==> config.mk <==
export PLATFORM = sky130hd
export DESIGN_NAME = ilac_out_flat
export DESIGN_NICKNAME = d
export VERILOG_FILES = /design/src/design/imu_lever_arm_compensation_assert.svh /design/src/design/ilac_pkg.sv /design/src/design/ilac_out_if.sv /design/src/design/ilac_out.sv /design/src/flat_wrapper.sv
export SDC_FILE = /design/constraint.sdc
export NUM_CORES = 1
export LEC_CHECK = 0
export ABC_AREA = 1
export BUFFER_PORTS_ARGS = -buffer_cell sky130_fd_sc_hd__buf_2
export CAP_MARGIN = 20
export CORE_AREA = 2 2 212 214
export DETAILED_ROUTE_END_ITERATION = 7
export DIE_AREA = 0 0 214 216
export PLACE_DENSITY_LB_ADDON = 0.12
export SLEW_MARGIN = 10
export SYNTH_ARGS = -nofsm -noshare
export SYNTH_HDL_FRONTEND = slang
export SYNTH_SLANG_ARGS = --single-unit
==> constraint.sdc <==
create_clock -name clk -period 13.1 [get_ports clk]
set_clock_uncertainty 0.2 [all_clocks]
set_input_delay 1.31 -clock clk [delete_from_list [all_inputs] [get_ports clk]]
set_output_delay 1.31 -clock clk [all_outputs]
set_load 0.02 [all_outputs]
==> src/design/imu_lever_arm_compensation_assert.svh <==
// Assertion macros for the lever-arm compensation pipeline, used by the cross-product stage.
`ifndef IMU_LEVER_ARM_COMPENSATION_ASSERT_SVH
`define IMU_LEVER_ARM_COMPENSATION_ASSERT_SVH

// Same-cycle implication, checked out of reset only.
`define ILAC_ASSERT_IMP(lbl, ante, cons, msg) \
  lbl: assert property (@(posedge clk) disable iff (!rst_n) (ante) |-> (cons)) \
    else $error(msg);

// Next-cycle implication, checked out of reset only.
`define ILAC_ASSERT_NXT(lbl, ante, cons, msg) \
  lbl: assert property (@(posedge clk) disable iff (!rst_n) (ante) |=> (cons)) \
    else $error(msg);

`endif

==> src/design/ilac_pkg.sv <==
// Types, constants and helper functions for the lever-arm compensation block.
package ilac_pkg;

  localparam int DATA_W    = 32;  // Q16.16 sample and result fields
  localparam int COEF_W    = 16;  // Q2.14 rotation entries and Q4.12 arm entries
  localparam int CFG_W     = 48;  // three packed entries per register
  localparam int CFG_IDX_W = 8;
  localparam int AB_W      = 36;  // rotated acceleration kept unsaturated
  localparam int C_W       = 50;  // rounded centripetal term
  localparam int SAT_IN_W  = 64;
  localparam int ROT_SHIFT = 14;
  localparam int ARM_SHIFT = 12;
  localparam int CEN_SHIFT = 16;

  typedef logic signed [DATA_W-1:0] s32_t;
  typedef s32_t [2:0]               vec32_t;
  typedef logic signed [AB_W-1:0]   ab_t;
  typedef ab_t [2:0]                vecab_t;
  typedef logic signed [C_W-1:0]    cw_t;
  typedef cw_t [2:0]                vecc_t;
  typedef logic [CFG_W-1:0]         cfg_word_t;
  typedef cfg_word_t [2:0]          rot_mat_t;

  typedef enum logic [CFG_IDX_W-1:0] {
    REG_ROT_ROW_X = 8'd0,
    REG_ROT_ROW_Y = 8'd1,
    REG_ROT_ROW_Z = 8'd2,
    REG_LEVER_ARM = 8'd3
  } reg_idx_t;

  // Identity rotation and zero arm after reset.
  localparam cfg_word_t ROT_ROW_X_RST = 48'h0000_0000_4000;
  localparam cfg_word_t ROT_ROW_Y_RST = 48'h0000_4000_0000;
  localparam cfg_word_t ROT_ROW_Z_RST = 48'h4000_0000_0000;
  localparam cfg_word_t LEVER_ARM_RST = 48'h0000_0000_0000;

  // Clamp a signed value to the signed 32-bit range.
  function automatic s32_t sat32(input logic signed [SAT_IN_W-1:0] x);
    logic fits;
    fits = (&x[SAT_IN_W-1:DATA_W-1]) || !(|x[SAT_IN_W-1:DATA_W-1]);
    if (fits) begin
      return x[DATA_W-1:0];
    end else if (x[SAT_IN_W-1]) begin
      return {1'b1, {(DATA_W-1){1'b0}}};
    end else begin
      return {1'b0, {(DATA_W-1){1'b1}}};
    end
  endfunction

endpackage

==> src/design/ilac_out_if.sv <==
// Result channel: valid/ready handshake carrying one body-frame result.
interface ilac_out_if;
  import ilac_pkg::*;

  logic valid;
  logic ready;
  s32_t body_acc_x;
  s32_t body_acc_y;
  s32_t body_acc_z;
  s32_t body_rate_x;
  s32_t body_rate_y;
  s32_t body_rate_z;

  modport source (
    output valid, body_acc_x, body_acc_y, body_acc_z,
           body_rate_x, body_rate_y, body_rate_z,
    input  ready
  );
  modport sink (
    input  valid, body_acc_x, body_acc_y, body_acc_z,
           body_rate_x, body_rate_y, body_rate_z,
    output ready
  );
endinterface

==> src/design/ilac_out.sv <==
// Final stage: subtracts the centripetal term, saturates and holds the result beat.
module ilac_out (
  input  logic             clk,
  input  logic             rst_n,
  input  logic             in_valid,
  output logic             in_ready,
  input  ilac_pkg::vecab_t in_ab,
  input  ilac_pkg::vecc_t  in_c,
  input  ilac_pkg::vec32_t in_w,
  ilac_out_if.source       out_bus
);
  import ilac_pkg::*;

  logic   v_r;
  vec32_t acc_r, acc_nxt;
  vec32_t rate_r;

  assign in_ready = !v_r || out_bus.ready;

  always_comb begin
    for (int k = 0; k < 3; k++) begin
      acc_nxt[k] = sat32(SAT_IN_W'(in_ab[k]) - SAT_IN_W'(in_c[k]));
    end
  end

  always_ff @(posedge clk) begin
    if (!rst_n) begin
      v_r <= 1'b0;
    end else if (in_ready) begin
      v_r <= in_valid;
    end
  end

  always_ff @(posedge clk) begin
    if (in_valid && in_ready) begin
      acc_r  <= acc_nxt;
      rate_r <= in_w;
    end
  end

  assign out_bus.valid       = v_r;
  assign out_bus.body_acc_x  = acc_r[0];
  assign out_bus.body_acc_y  = acc_r[1];
  assign out_bus.body_acc_z  = acc_r[2];
  assign out_bus.body_rate_x = rate_r[0];
  assign out_bus.body_rate_y = rate_r[1];
  assign out_bus.body_rate_z = rate_r[2];

endmodule

==> src/flat_wrapper.sv <==
// flat-port wrapper written by rule: the top's interface ports become plain ports
module ilac_out_flat import ilac_pkg::*;
  (clk, rst_n, in_valid, in_ready, in_ab, in_c, in_w, out_bus_valid, out_bus_body_acc_x, out_bus_body_acc_y, out_bus_body_acc_z, out_bus_body_rate_x, out_bus_body_rate_y, out_bus_body_rate_z, out_bus_ready);
  ilac_out_if out_bus_i ();
  input  logic clk;
  input  logic rst_n;
  input  logic in_valid;
  output logic in_ready;
  input  ilac_pkg::vecab_t in_ab;
  input  ilac_pkg::vecc_t in_c;
  input  ilac_pkg::vec32_t in_w;
  output wire logic [$bits(out_bus_i.valid)-1:0] out_bus_valid;
  output wire logic [$bits(out_bus_i.body_acc_x)-1:0] out_bus_body_acc_x;
  output wire logic [$bits(out_bus_i.body_acc_y)-1:0] out_bus_body_acc_y;
  output wire logic [$bits(out_bus_i.body_acc_z)-1:0] out_bus_body_acc_z;
  output wire logic [$bits(out_bus_i.body_rate_x)-1:0] out_bus_body_rate_x;
  output wire logic [$bits(out_bus_i.body_rate_y)-1:0] out_bus_body_rate_y;
  output wire logic [$bits(out_bus_i.body_rate_z)-1:0] out_bus_body_rate_z;
  input wire logic [$bits(out_bus_i.ready)-1:0] out_bus_ready;
  assign out_bus_valid = out_bus_i.valid;
  assign out_bus_body_acc_x = out_bus_i.body_acc_x;
  assign out_bus_body_acc_y = out_bus_i.body_acc_y;
  assign out_bus_body_acc_z = out_bus_i.body_acc_z;
  assign out_bus_body_rate_x = out_bus_i.body_rate_x;
  assign out_bus_body_rate_y = out_bus_i.body_rate_y;
  assign out_bus_body_rate_z = out_bus_i.body_rate_z;
  assign out_bus_i.ready = out_bus_ready;
  ilac_out u_core (.clk(clk), .rst_n(rst_n), .in_valid(in_valid), .in_ready(in_ready), .in_ab(in_ab), .in_c(in_c), .in_w(in_w), .out_bus(out_bus_i));
endmodule
== After elaboration in Yosys (flattened, before gate mapping) ==
Index checks and enable logic that the tools add are counted.

* $add $sub $neg: 3
* Multiply operators: 0
* Divide/modulo/power cells: 0
* Magnitude comparators: 0
* Equality and inequality tests: 0
* Shift-type cells: 0
* Muxes and demuxes: 6
* Bitwise operators: 0
* Reduce and logical (&&, ||, !) cells: 15

{| class="wikitable"
|+ Operators by type and width
! cell !! number
|-
| 32-bit two-way mux || 6
|-
| 36-bit by 50-bit subtractor with 51-bit output || 3
|-
| 33-bit AND reduction || 3
|-
| 33-bit OR reduction || 3
|-
| 1-bit zero test || 4
|-
| 1-bit logical OR || 4
|-
| 1-bit logical AND || 1
|}

* Flip-flop bits (word level): 193
* Latch bits: 0
* Memory bits (writable): 0
* Bits in read-only memories: 0
* Input port bits: 358
* Output and inout bits: 194
* Memories kept: 0

== Depth between registers and ports, before layout ==
Gate-level depths: netlist of run 1.

* Word-level depth: 5
* Gate-level depth with buffers: 23
* Depth with buffers taken out: 22

== Worst setup path before layout of run 1 ==
No wires, ideal clock.

* Path type: input port to flip-flop
* From: input in_valid
* To: register u_core.acc_r (netlist bit u_core.out_bus.body_acc_x[0]) (enable)
* Data arrival time: 10.567 ns
* Required time: 12.092 ns
* Setup slack: 1.525 ns
* Stages on the path: 2
* Buffers on the path: 0
* Cell sequence: inv_1 a21oi_1

* Longest elaborated chain between the ends: 1

{| class="wikitable"
|+ Ends and longest elaborated chain
! what !! line !! source
|-
| start: declaration || flat_wrapper.sv:7 || <nowiki>input logic in_valid;</nowiki>
|-
| 1-bit logical AND || ilac_out.sv:35 || <nowiki>if (in_valid && in_ready) begin</nowiki>
|-
| end signal: assignment || ilac_out.sv:36 || <nowiki>acc_r <= acc_nxt;</nowiki>
|-
| end: declaration || ilac_out.sv:15 || <nowiki>vec32_t acc_r, acc_nxt;</nowiki>
|}

No other way between the ends.
A chain may end at the register's enable or synchronous reset.

==> results of run 1 <==
-- layout make-up --
cell class                 count  area, um2
sequential                   193       5786
clock buffer                  17      425.4
fill                        4569      18710
timing repair buffer         554       2780
tap                          592      740.7
clock inverter                14      167.7
inverter                     779       2924
multi-input combinational   2535      12300
-- power by group through the flow --
| stage | combinational (mW) | sequential (mW) | clock (mW) |
|---|---|---|---|
| 5_1_grt | 1.05 | 0.777 | 0.588 |
| 4_1_cts | 0.937 | 0.774 | 0.564 |
| 6_report | 0.954 | 0.774 | 0.559 |
| 3_3_place_gp | 0.934 | 0.787 | 0 |
| 3_5_place_dp | 0.932 | 0.786 | 0 |
| 2_1_floorplan | 0.550 | 0.860 | 0 |
-- logic make-up after synthesis --
logic type,synth area share
buffers and inverters,0.1476
DFF,0.2728
adders and majority gates,0.09133
xor gates and xnor gates,0.03593
AOI/OAI and AO/OA,0.04372
and+or+nand+nor,0.4086
-- synthesized netlist by cell type (8+ instances only) --
cell / count
edfxtp_1: 192
a21oi_1: 99
nand3_2: 19
nand3_1: 174
ha_1: 150
a31oi_1: 15
inv_1: 773
xnor2_1: 18
o21bai_1: 24
xor2_1: 69
nand2_2: 23
nor2_2: 19
nor3_1: 13
nand2_1: 1486
o21ai_0: 21
nand3b_1: 8
nand4_1: 36
buf_6: 15
nor2_1: 321
and2_1: 18
-- worst paths after layout --
| kind | cells after the start | end | slack, ns |
|---|---|---|---|
| setup / recovery | 15 | u_core.out_bus.body_acc_x[24] | 8.57 |
| hold / removal | 2 | u_core.out_bus.valid | 0.37 |
| setup reg to reg | 3 | u_core.out_bus.body_acc_x[12] | 10.32 |
| hold reg to reg | 2 | u_core.out_bus.valid | 0.37 |
-- per-stage QoR --
| step | power (mW) | instances | cell area (um2) | setup slack [ns] | hold slack, ns |
|---|---|---|---|---|---|
| after floorplan | 1.410 | 3528 | 21210 | 1.525 | 0.5295 |
| after global placement | 1.721 | 4653 | 24530 | 8.147 | 0.3552 |
| after detailed placement | 1.718 | 4653 | 24530 | 8.150 | 0.3643 |
| after CTS | 2.275 | 4684 | 25130 | 8.681 | 0.3747 |
| after global routing | 2.415 | 4684 | 25130 | 8.359 | 0.4498 |
| final | 2.287 | 4684 | 25130 | 8.566 | 0.3738 |
-- worst max-delay path: stages --
cell     delay, ns
buf_2         0.21
ha_1          0.50
nand2_1       0.14
nor2_1        0.20
nand3_1       0.17
nor2_1        0.30
nand3_1       0.28
nand4_1       0.17
nand2_1       0.11
nor2_1        0.10
nand2_1       0.07
nor2_1        0.12
nand3_2       0.12
nand3_2       0.56
nand2_1       0.15
-- metal layers --
metal  wire, um  share of wire  up-vias
met2      35690           0.43     1154
met4       3575          0.043        4
met3       7323          0.088      141
met5         26        0.00031        -
met1      36390           0.44    10500
li1           -              -    11780
-- flip-flops by register name, summed over array words and instances, names as in the netlist --
name                        cells
u_core.out_bus.body_rate_y     32
u_core.out_bus.body_acc_z      32
u_core.out_bus.valid            1
u_core.out_bus.body_rate_x     32
u_core.out_bus.body_acc_y      32
u_core.out_bus.body_rate_z     32
u_core.out_bus.body_acc_x      32
==> metrics, run 1 <==
status=complete, no violations; Sink Count=193; synth top area cells=edfxtp_1, nand2_1, inv_1, ha_1, nor2_1; Avg Inst Size Synth=6.011 um2; Post-synth ARST share=0; RSZ-0062 raised after global routing=no; final hold vios=0; power per cell area=91.01 nW/um2; Die Span X=214 um; Leak=14.79 nW; num rows=77; Synth top area share=0.2719; met2 Use GR=0.5502; Synth cell types=35; # diodes=0; CP Capture Type=flop; # DRC=0; sequential fraction of design power=0.338; Final min period=4.534 ns; H-tree depth=4; largest net degree at the start of global routing=70; most common cell after layout, fill and taps aside=nand2_1; Die H=216 um; Initial DRC Count=2368; setup_tns=0 ns; final worst-path cycle share=0.3461; Min-Delay Startpoint=u_core.out_bus.valid; Comb pwr share=0.417; total gr overflow=0; DRT Pass-1 Iters=8; Slew @ Worst Pin=1.029 ns; Post-synth EDFFs=192; vias in the first global route=21.75k; Detail Route Antenna Nets=0; CTS tree=done; flops & latches, synth=193; HPWL Detailed=70.63 mm; VDD IR max=0.1018 mV; Post-Syn Instances=3528; Worst EP arrival=4.57 ns; biggest area consumer among synthesized cells=edfxtp_1; Sw Pwr=0.9737 mW; Layout Utilization=0.5732; core area=43840 um2; met3 usage=0.06695; GR Util met1=0.4867; IO buf count=551; Final Wtd Congestion=1.002; RR Startpoint=u_core.out_bus.valid; I/O pins=552; Pint=1.313 mW; Clock transition at path regs=0.09 ns; sequential area share after synthesis=0.2728; Post-Syn Area=21210 um2; Ys Warns=0; crit path launch=in_ab[35]; max frequency=0.2205 GHz; Setup-failing EPs final=0; Net count, final=4591; max-slew violation count=0; Post-CTS Setup Inserts=0; Die ar.=46220 um2; Hold Buf Count CTS=0; sw frac=0.4258; most frequent cells in the layout=nand2_1, inv_1, buf_2; later-pin clock latency in the skew report=0.51 ns; Max-slew headroom=0.3140; Vias/cell=5.035; crit start category=input port; cts bufs inserted=17; clk buf depth=2; layout cells sized above 1=0.1606; drt wl/cell=17.72 um; clock power share=0.245; HP Class=reg -> reg; worst path required time=13.13 ns; Net Count, Synth=4039; CTS root buffer=clkbuf_16; worst-path fanout max=31; Synth-to-Final Area Change=18.48%; Total GRT Usage=0.3559; Top Usage Layer GRT=met2; DRT Wirelength=83.01 mm; first-pass GRT wire length=125.1 mm; vias post-DR=23.59k; Max-cap violations=0; Resize count post-CTS=0; WS Path Type=in -> reg; starting density of the core=0.4838; initial antenna violation count=2; Synth Flop Type=edfxtp_1
No activity file was read; power rests on OpenSTA's default activity.
==> run 2: changes to the inputs <==
Settings changed: CORE_AREA 2 2 212 214 to 2 2 216 218, DIE_AREA 0 0 214 216 to 0 0 218 220.
Clock period 13.1 ns to 4 ns, I/O delays scaled along.
==> run 2 against run 1 <==
Against the previous run: sequential cell count unchanged; setup slack worse by 8.1 ns; cell area up 5.1%; worst hold slack worse by 0.17 ns; routed wire length up 0.35%; sequential share of layout area down 1.1 points; first-iteration DRC count down 6.0%; sequential power rose to 3.3 times the previous value; core utilization up 0.25 points; die area up 3.8%; non-clock buffer count up 122; largest power group unchanged; highest routed layer is now met4.
==> metrics, run 2 (synthesis results as in run 1) <==
status=complete, no violations; max frequency=0.2809 GHz; R2R setup slack=1.92 ns (-8.40 ns); core area=45860 um2 (+4.6%); # DRC=0 (unchanged); DR top layer=met4; RR Startpoint=u_core.out_bus.valid; crit start category=input port; most frequent cells in the layout=nand2_1, inv_1, buf_2; layout filler cell count=4680 (+2.4%); later-pin clock latency in the skew report=0.49 ns (-0.02 ns); WL met3=7.456 mm (+1.8%); largest net degree at the start of global routing=51 (-27%); clk buf depth=2 (unchanged); Setup-failing EPs final=0 (unchanged); Worst R2R End=u_core.out_bus.body_acc_z[17]; H-tree depth=4 (unchanged); total gr overflow=0 (unchanged); drt wl/cell=17.26 um (-2.6%); final worst slack=0.4403 ns (-8.125 ns); hold slack=0.2053 ns (-0.1685 ns); power per cell area=288.1 nW/um2 (+220%); Max-cap violations=0 (unchanged); RSZ-0062 raised after global routing=no; HP Class=in -> reg; crit path launch=in_ab[72]; Vias/cell=4.972 (-1.3%); initial antenna violation count=3 (+1); max-slew violation count=0 (unchanged); Die H=220 um (+1.9%); hold endpoint=u_core.out_bus.body_acc_x[0]; VDD IR max=0.3700 mV (+260%); layout cells sized above 1=0.1623 (+0.001720); worst path required time=4.03 ns (-9.10 ns); num rows=79 (+2.6%); IO buf count=551 (unchanged); Detail Route met2 WL=35.67 mm (about the same); Layout Utilization=0.5757 (+0.002479); Synth-to-Final Area Change=24.50%; CTS root buffer=clkbuf_16; vias post-DR=23.99k (+1.7%); total power=7.606 mW (+230%); Total GRT Usage=0.3425 (-0.01337); Die Span X=218 um (+1.9%); CTS tree=done; Slew @ Worst Pin=1.014 ns (-0.01458 ns); CP Capture Type=flop; Initial DRC Count=2227 (-6.0%); Die ar.=47960 um2 (+3.8%); final worst-path cycle share=0.8899; DRT Pass-1 Iters=6 (-2); most common cell after layout, fill and taps aside=nand2_1; dpl ws=0.06299 ns (-8.087 ns); Detail Route Antenna Nets=0 (unchanged); starting density of the core=0.4624 (-0.02139); Worst EP arrival=3.59 ns (-0.98 ns); Max-slew headroom=0.3222 (+0.008212); first-pass GRT wire length=123.8 mm (-1.0%); Final min period=3.560 ns; Net count, final=4713 (+2.7%); I/O pins=552 (unchanged); hold path depth=5 (+3); DRT Wirelength=83.30 mm (+0.35%); Final Wtd Congestion=1.033 (+3.0%); Sink Count=193 (unchanged); r2r worst-path depth=2 (-1); cts bufs inserted=17 (unchanged); vias in the first global route=21.84k (+0.38%); Clock transition at path regs=0.09 ns (about the same); worst-path fanout max=18 (-42%); Min-Delay Startpoint=in_c[0]; wl on met1=35.93 mm (-1.3%); final hold vios=0 (unchanged); Leak=15.35 nW (+3.8%); placed inst area=24800 um2 (+1.1%); WS Path Type=in -> reg; HPWL Detailed=70.19 mm (-0.63%); Resize count post-CTS=0 (unchanged); Final Cell Area=26400 um2 (+5.1%)
run 2: timing repair:
item | in CTS | in global routing
hold buffers | 98 | 0
setup buffers | 0 | 0
hold endpoints to repair | 97 | 0
run 2: worst max path at each step:
stage	slack (ns)	endpoint	cells past startpoint
6_report	0.44	u_core.out_bus.body_acc_z[20]	22
5_1_grt	0.32	u_core.out_bus.body_acc_z[20]	22
4_1_cts	0.59	u_core.out_bus.body_acc_z[20]	22
3_5_place_dp	0.06	u_core.out_bus.body_acc_z[27]	22
3_3_place_gp	0.06	u_core.out_bus.body_acc_z[11]	22
2_1_floorplan	-0.24	u_core.out_bus.body_acc_x[0]	1
run 2: metrics by stage:
| stage | cells | TNS, ns |
|---|---|---|
| after CTS | 4822 | 0 |
| after detailed placement | 4692 | 0 |
| after global placement | 4692 | 0 |
| after floorplan | 3528 | -45.61 |
| final | 4825 | 0 |
| after global routing | 4825 | 0 |
run 2: per-layer routing:
metal  track usage  vias up
li1              -    12040
met1        0.4603    10610
met2        0.5340     1171
met3       0.05590      167
met4        0.1678        0
met5             0        -
run 2: where the power goes:
group	switching [mW]	internal (mW)	total, mW
registers	0.0793	2.46	2.54
clock network	0.972	0.859	1.83
logic	2.14	1.10	3.24
run 2: cell type report:
cell class	instances	area, um2	share of cell area
Clock buffer	17	425.4	0.01611
Inverter	779	2924	0.1107
Antenna cell	3	7.507	0.0002843
Timing Repair Buffer	676	4004	0.1516
Multi-Input combinational cell	2535	12300	0.4660
Tap cell	607	759.5	0.02877
Sequential cell	193	5789	0.2193
Clock inverter	15	190.2	0.007203
run 2: critical path: stages:
cell,delay (ns)
buf_2,0.10
inv_1,0.05
ha_1,0.25
inv_1,0.13
fa_1,0.47
nand2_1,0.09
nand3_1,0.08
nand3_1,0.09
nand2_2,0.09
nand2_1,0.07
nand3_1,0.19
nand2_1,0.22
nand2_1,0.09
nand2_1,0.07
nand2_1,0.06
nor2_1,0.17
nand2_1,0.10
nor2_1,0.14
nand3_2,0.12
nand3_2,0.24
buf_4,0.29
nand2_1,0.09
==> run 3: changes to the inputs <==
Settings changed: RECOVER_POWER set to 50.
==> run 3 against run 2 <==
Against the previous run: the run now ends with capacitance limit, slew limit left; clock-buffer cell count did not move; setup slack improved by 0.043 ns; final cell count did not move; largest cell class unchanged; largest power group unchanged.
==> metrics, run 3 (synthesis results as in run 1) <==
status=finished with violations; violated checks=capacitance limit, slew limit; Min-Delay Startpoint=in_c[0]; Vias/cell=4.969 (about the same); DRT Wirelength=83.32 mm (about the same); Worst R2R End=u_core.out_bus.body_acc_y[20]; Sink Count=193 (unchanged); hold endpoint=u_core.out_bus.body_acc_x[0]; Die ar.=47960 um2 (unchanged); Max-slew headroom=-0.1594 (-0.4816); Final Wtd Congestion=1.033 (unchanged); Max-cap violations=1 (+1); first-pass GRT wire length=123.8 mm (unchanged); r2r worst-path depth=2 (unchanged); WS Path Type=in -> reg; Final min period=3.517 ns (-0.04280 ns); clk buf depth=2 (unchanged); max-slew violation count=20 (+20); vias post-DR=23.98k (-0.071%); later-pin clock latency in the skew report=0.49 ns (about the same); layout filler cell count=4813 (+2.8%); VDD IR max=0.3666 mV (-0.94%); Initial DRC Count=2220 (-0.31%); vias in the first global route=21.84k (unchanged); DRT Pass-1 Iters=6 (unchanged); drt wl/cell=17.27 um (about the same); HPWL Detailed=70.19 mm (unchanged); Die H=220 um (unchanged); CTS tree=done; most frequent cells in the layout=nand2_1, inv_1, buf_2; initial antenna violation count=3 (unchanged); worst-path fanout max=18 (unchanged); total power=7.564 mW (-0.56%); core area=45860 um2 (unchanged); Layout Cells excl Fill=4825 (unchanged); crit start category=input port; largest net degree at the start of global routing=51 (unchanged); Leak=14.73 nW (-4.0%); Total GRT Usage=0.3425 (unchanged); CP Capture Type=flop; Slew @ Worst Pin=1.739 ns (+0.7246 ns); max frequency=0.2843 GHz (+1.2%); RSZ-0062 raised after global routing=no; power per cell area=289.6 nW/um2 (+0.54%); Synth-to-Final Area Change=23.13%; final hold vios=0 (unchanged); hold path depth=5 (unchanged); HP Class=in -> reg; IO buf count=551 (unchanged); cts bufs inserted=17 (unchanged); CTS root buffer=clkbuf_16; most common cell after layout, fill and taps aside=nand2_1; num rows=79 (unchanged); worst path required time=4.03 ns (about the same); RR Startpoint=u_core.out_bus.valid; setup_tns=0 ns (unchanged); Setup-failing EPs final=0 (unchanged); total gr overflow=0 (unchanged); Detail Route Antenna Nets=0 (unchanged); R2R setup slack=1.37 ns (-0.55 ns); Clock transition at path regs=0.09 ns (about the same); starting density of the core=0.4624 (unchanged); Resize count post-CTS=0 (unchanged); layout cells sized above 1=0.1094 (-0.05291); I/O pins=552 (unchanged); # DRC=0 (unchanged); Net count, final=4713 (unchanged); final worst-path cycle share=0.8792 (-0.01070); H-tree depth=4 (unchanged); placed cell count=4692 (unchanged); Worst EP arrival=3.54 ns (-0.05 ns); Die Span X=218 um (unchanged)
run 3: what timing repair did:
action / CTS / global route
endpoints found under the hold margin: 97 / 0
hold buffers: 98 / 0
buffers inserted: 0 / 0
run 3: through the flow:
| stage | hold slack [ns] | util | worst slack (ns) | area, um2 |
|---|---|---|---|---|
| 4_1_cts | 0.1794 | 0.5755 | 0.5854 | 26400 |
| 2_1_floorplan | 0.2989 | - | -0.2375 | 21220 |
| 5_1_grt | 0.2289 | 0.5694 | 0.3227 | 26110 |
| 3_5_place_dp | 0.3461 | 0.5407 | 0.06299 | 24800 |
| 6_report | 0.2037 | 0.5694 | 0.4831 | 26110 |
| 3_3_place_gp | 0.3475 | 0.5407 | 0.06005 | 24800 |
run 3: worst max-delay path by stage:
stage / from / to / cells after the start
2_1_floorplan: u_core.out_bus.valid / u_core.out_bus.body_acc_x[0] / 1
3_3_place_gp: in_ab[72] / u_core.out_bus.body_acc_z[11] / 22
4_1_cts: in_ab[72] / u_core.out_bus.body_acc_z[20] / 22
3_5_place_dp: in_ab[72] / u_core.out_bus.body_acc_z[27] / 22
6_report: in_ab[72] / u_core.out_bus.body_acc_z[20] / 22
5_1_grt: in_ab[72] / u_core.out_bus.body_acc_z[20] / 22
run 3: critical path: stages:
cell and delay (ns):
buf_2 0.10, inv_1 0.05, ha_1 0.24, inv_1 0.13, fa_1 0.47, nand2_1 0.09, nand3_1 0.08, nand3_1 0.09
nand2_2 0.09, nand2_1 0.07, nand3_1 0.19, nand2_1 0.21, nand2_1 0.09, nand2_1 0.06, nand2_1 0.06, nor2_1 0.16
nand2_1 0.08, nor2_1 0.13, nand3_2 0.12, nand3_2 0.24, buf_4 0.29, nand2_1 0.09
run 3: area by class of cell:
type | count | area, um2 | share of cell area
Sequential cell | 193 | 5786 | 0.2216
Tap cell | 607 | 759.5 | 0.02908
Inverter | 779 | 2924 | 0.1120
Multi-Input combinational cell | 2535 | 12300 | 0.4708
Clock inverter | 15 | 190.2 | 0.007283
Timing Repair Buffer | 676 | 3726 | 0.1427
Clock buffer | 17 | 425.4 | 0.01629
Antenna cell | 3 | 7.507 | 0.0002875
run 3: per-layer routing:
metal / global-route usage / up-vias / routed length [um]
met5: 0 / - / 0
met4: 0.1678 / 0 / 4191
met3: 0.05590 / 168 / 7188
met2: 0.5340 / 1100 / 35730
met1: 0.4603 / 10660 / 36220
li1: - / 12050 / -
run 3: power breakdown:
| part | switching [mW] | internal, mW |
|---|---|---|
| clock network | 0.971 | 0.859 |
| logic | 2.14 | 1.05 |
| registers | 0.0839 | 2.46 |
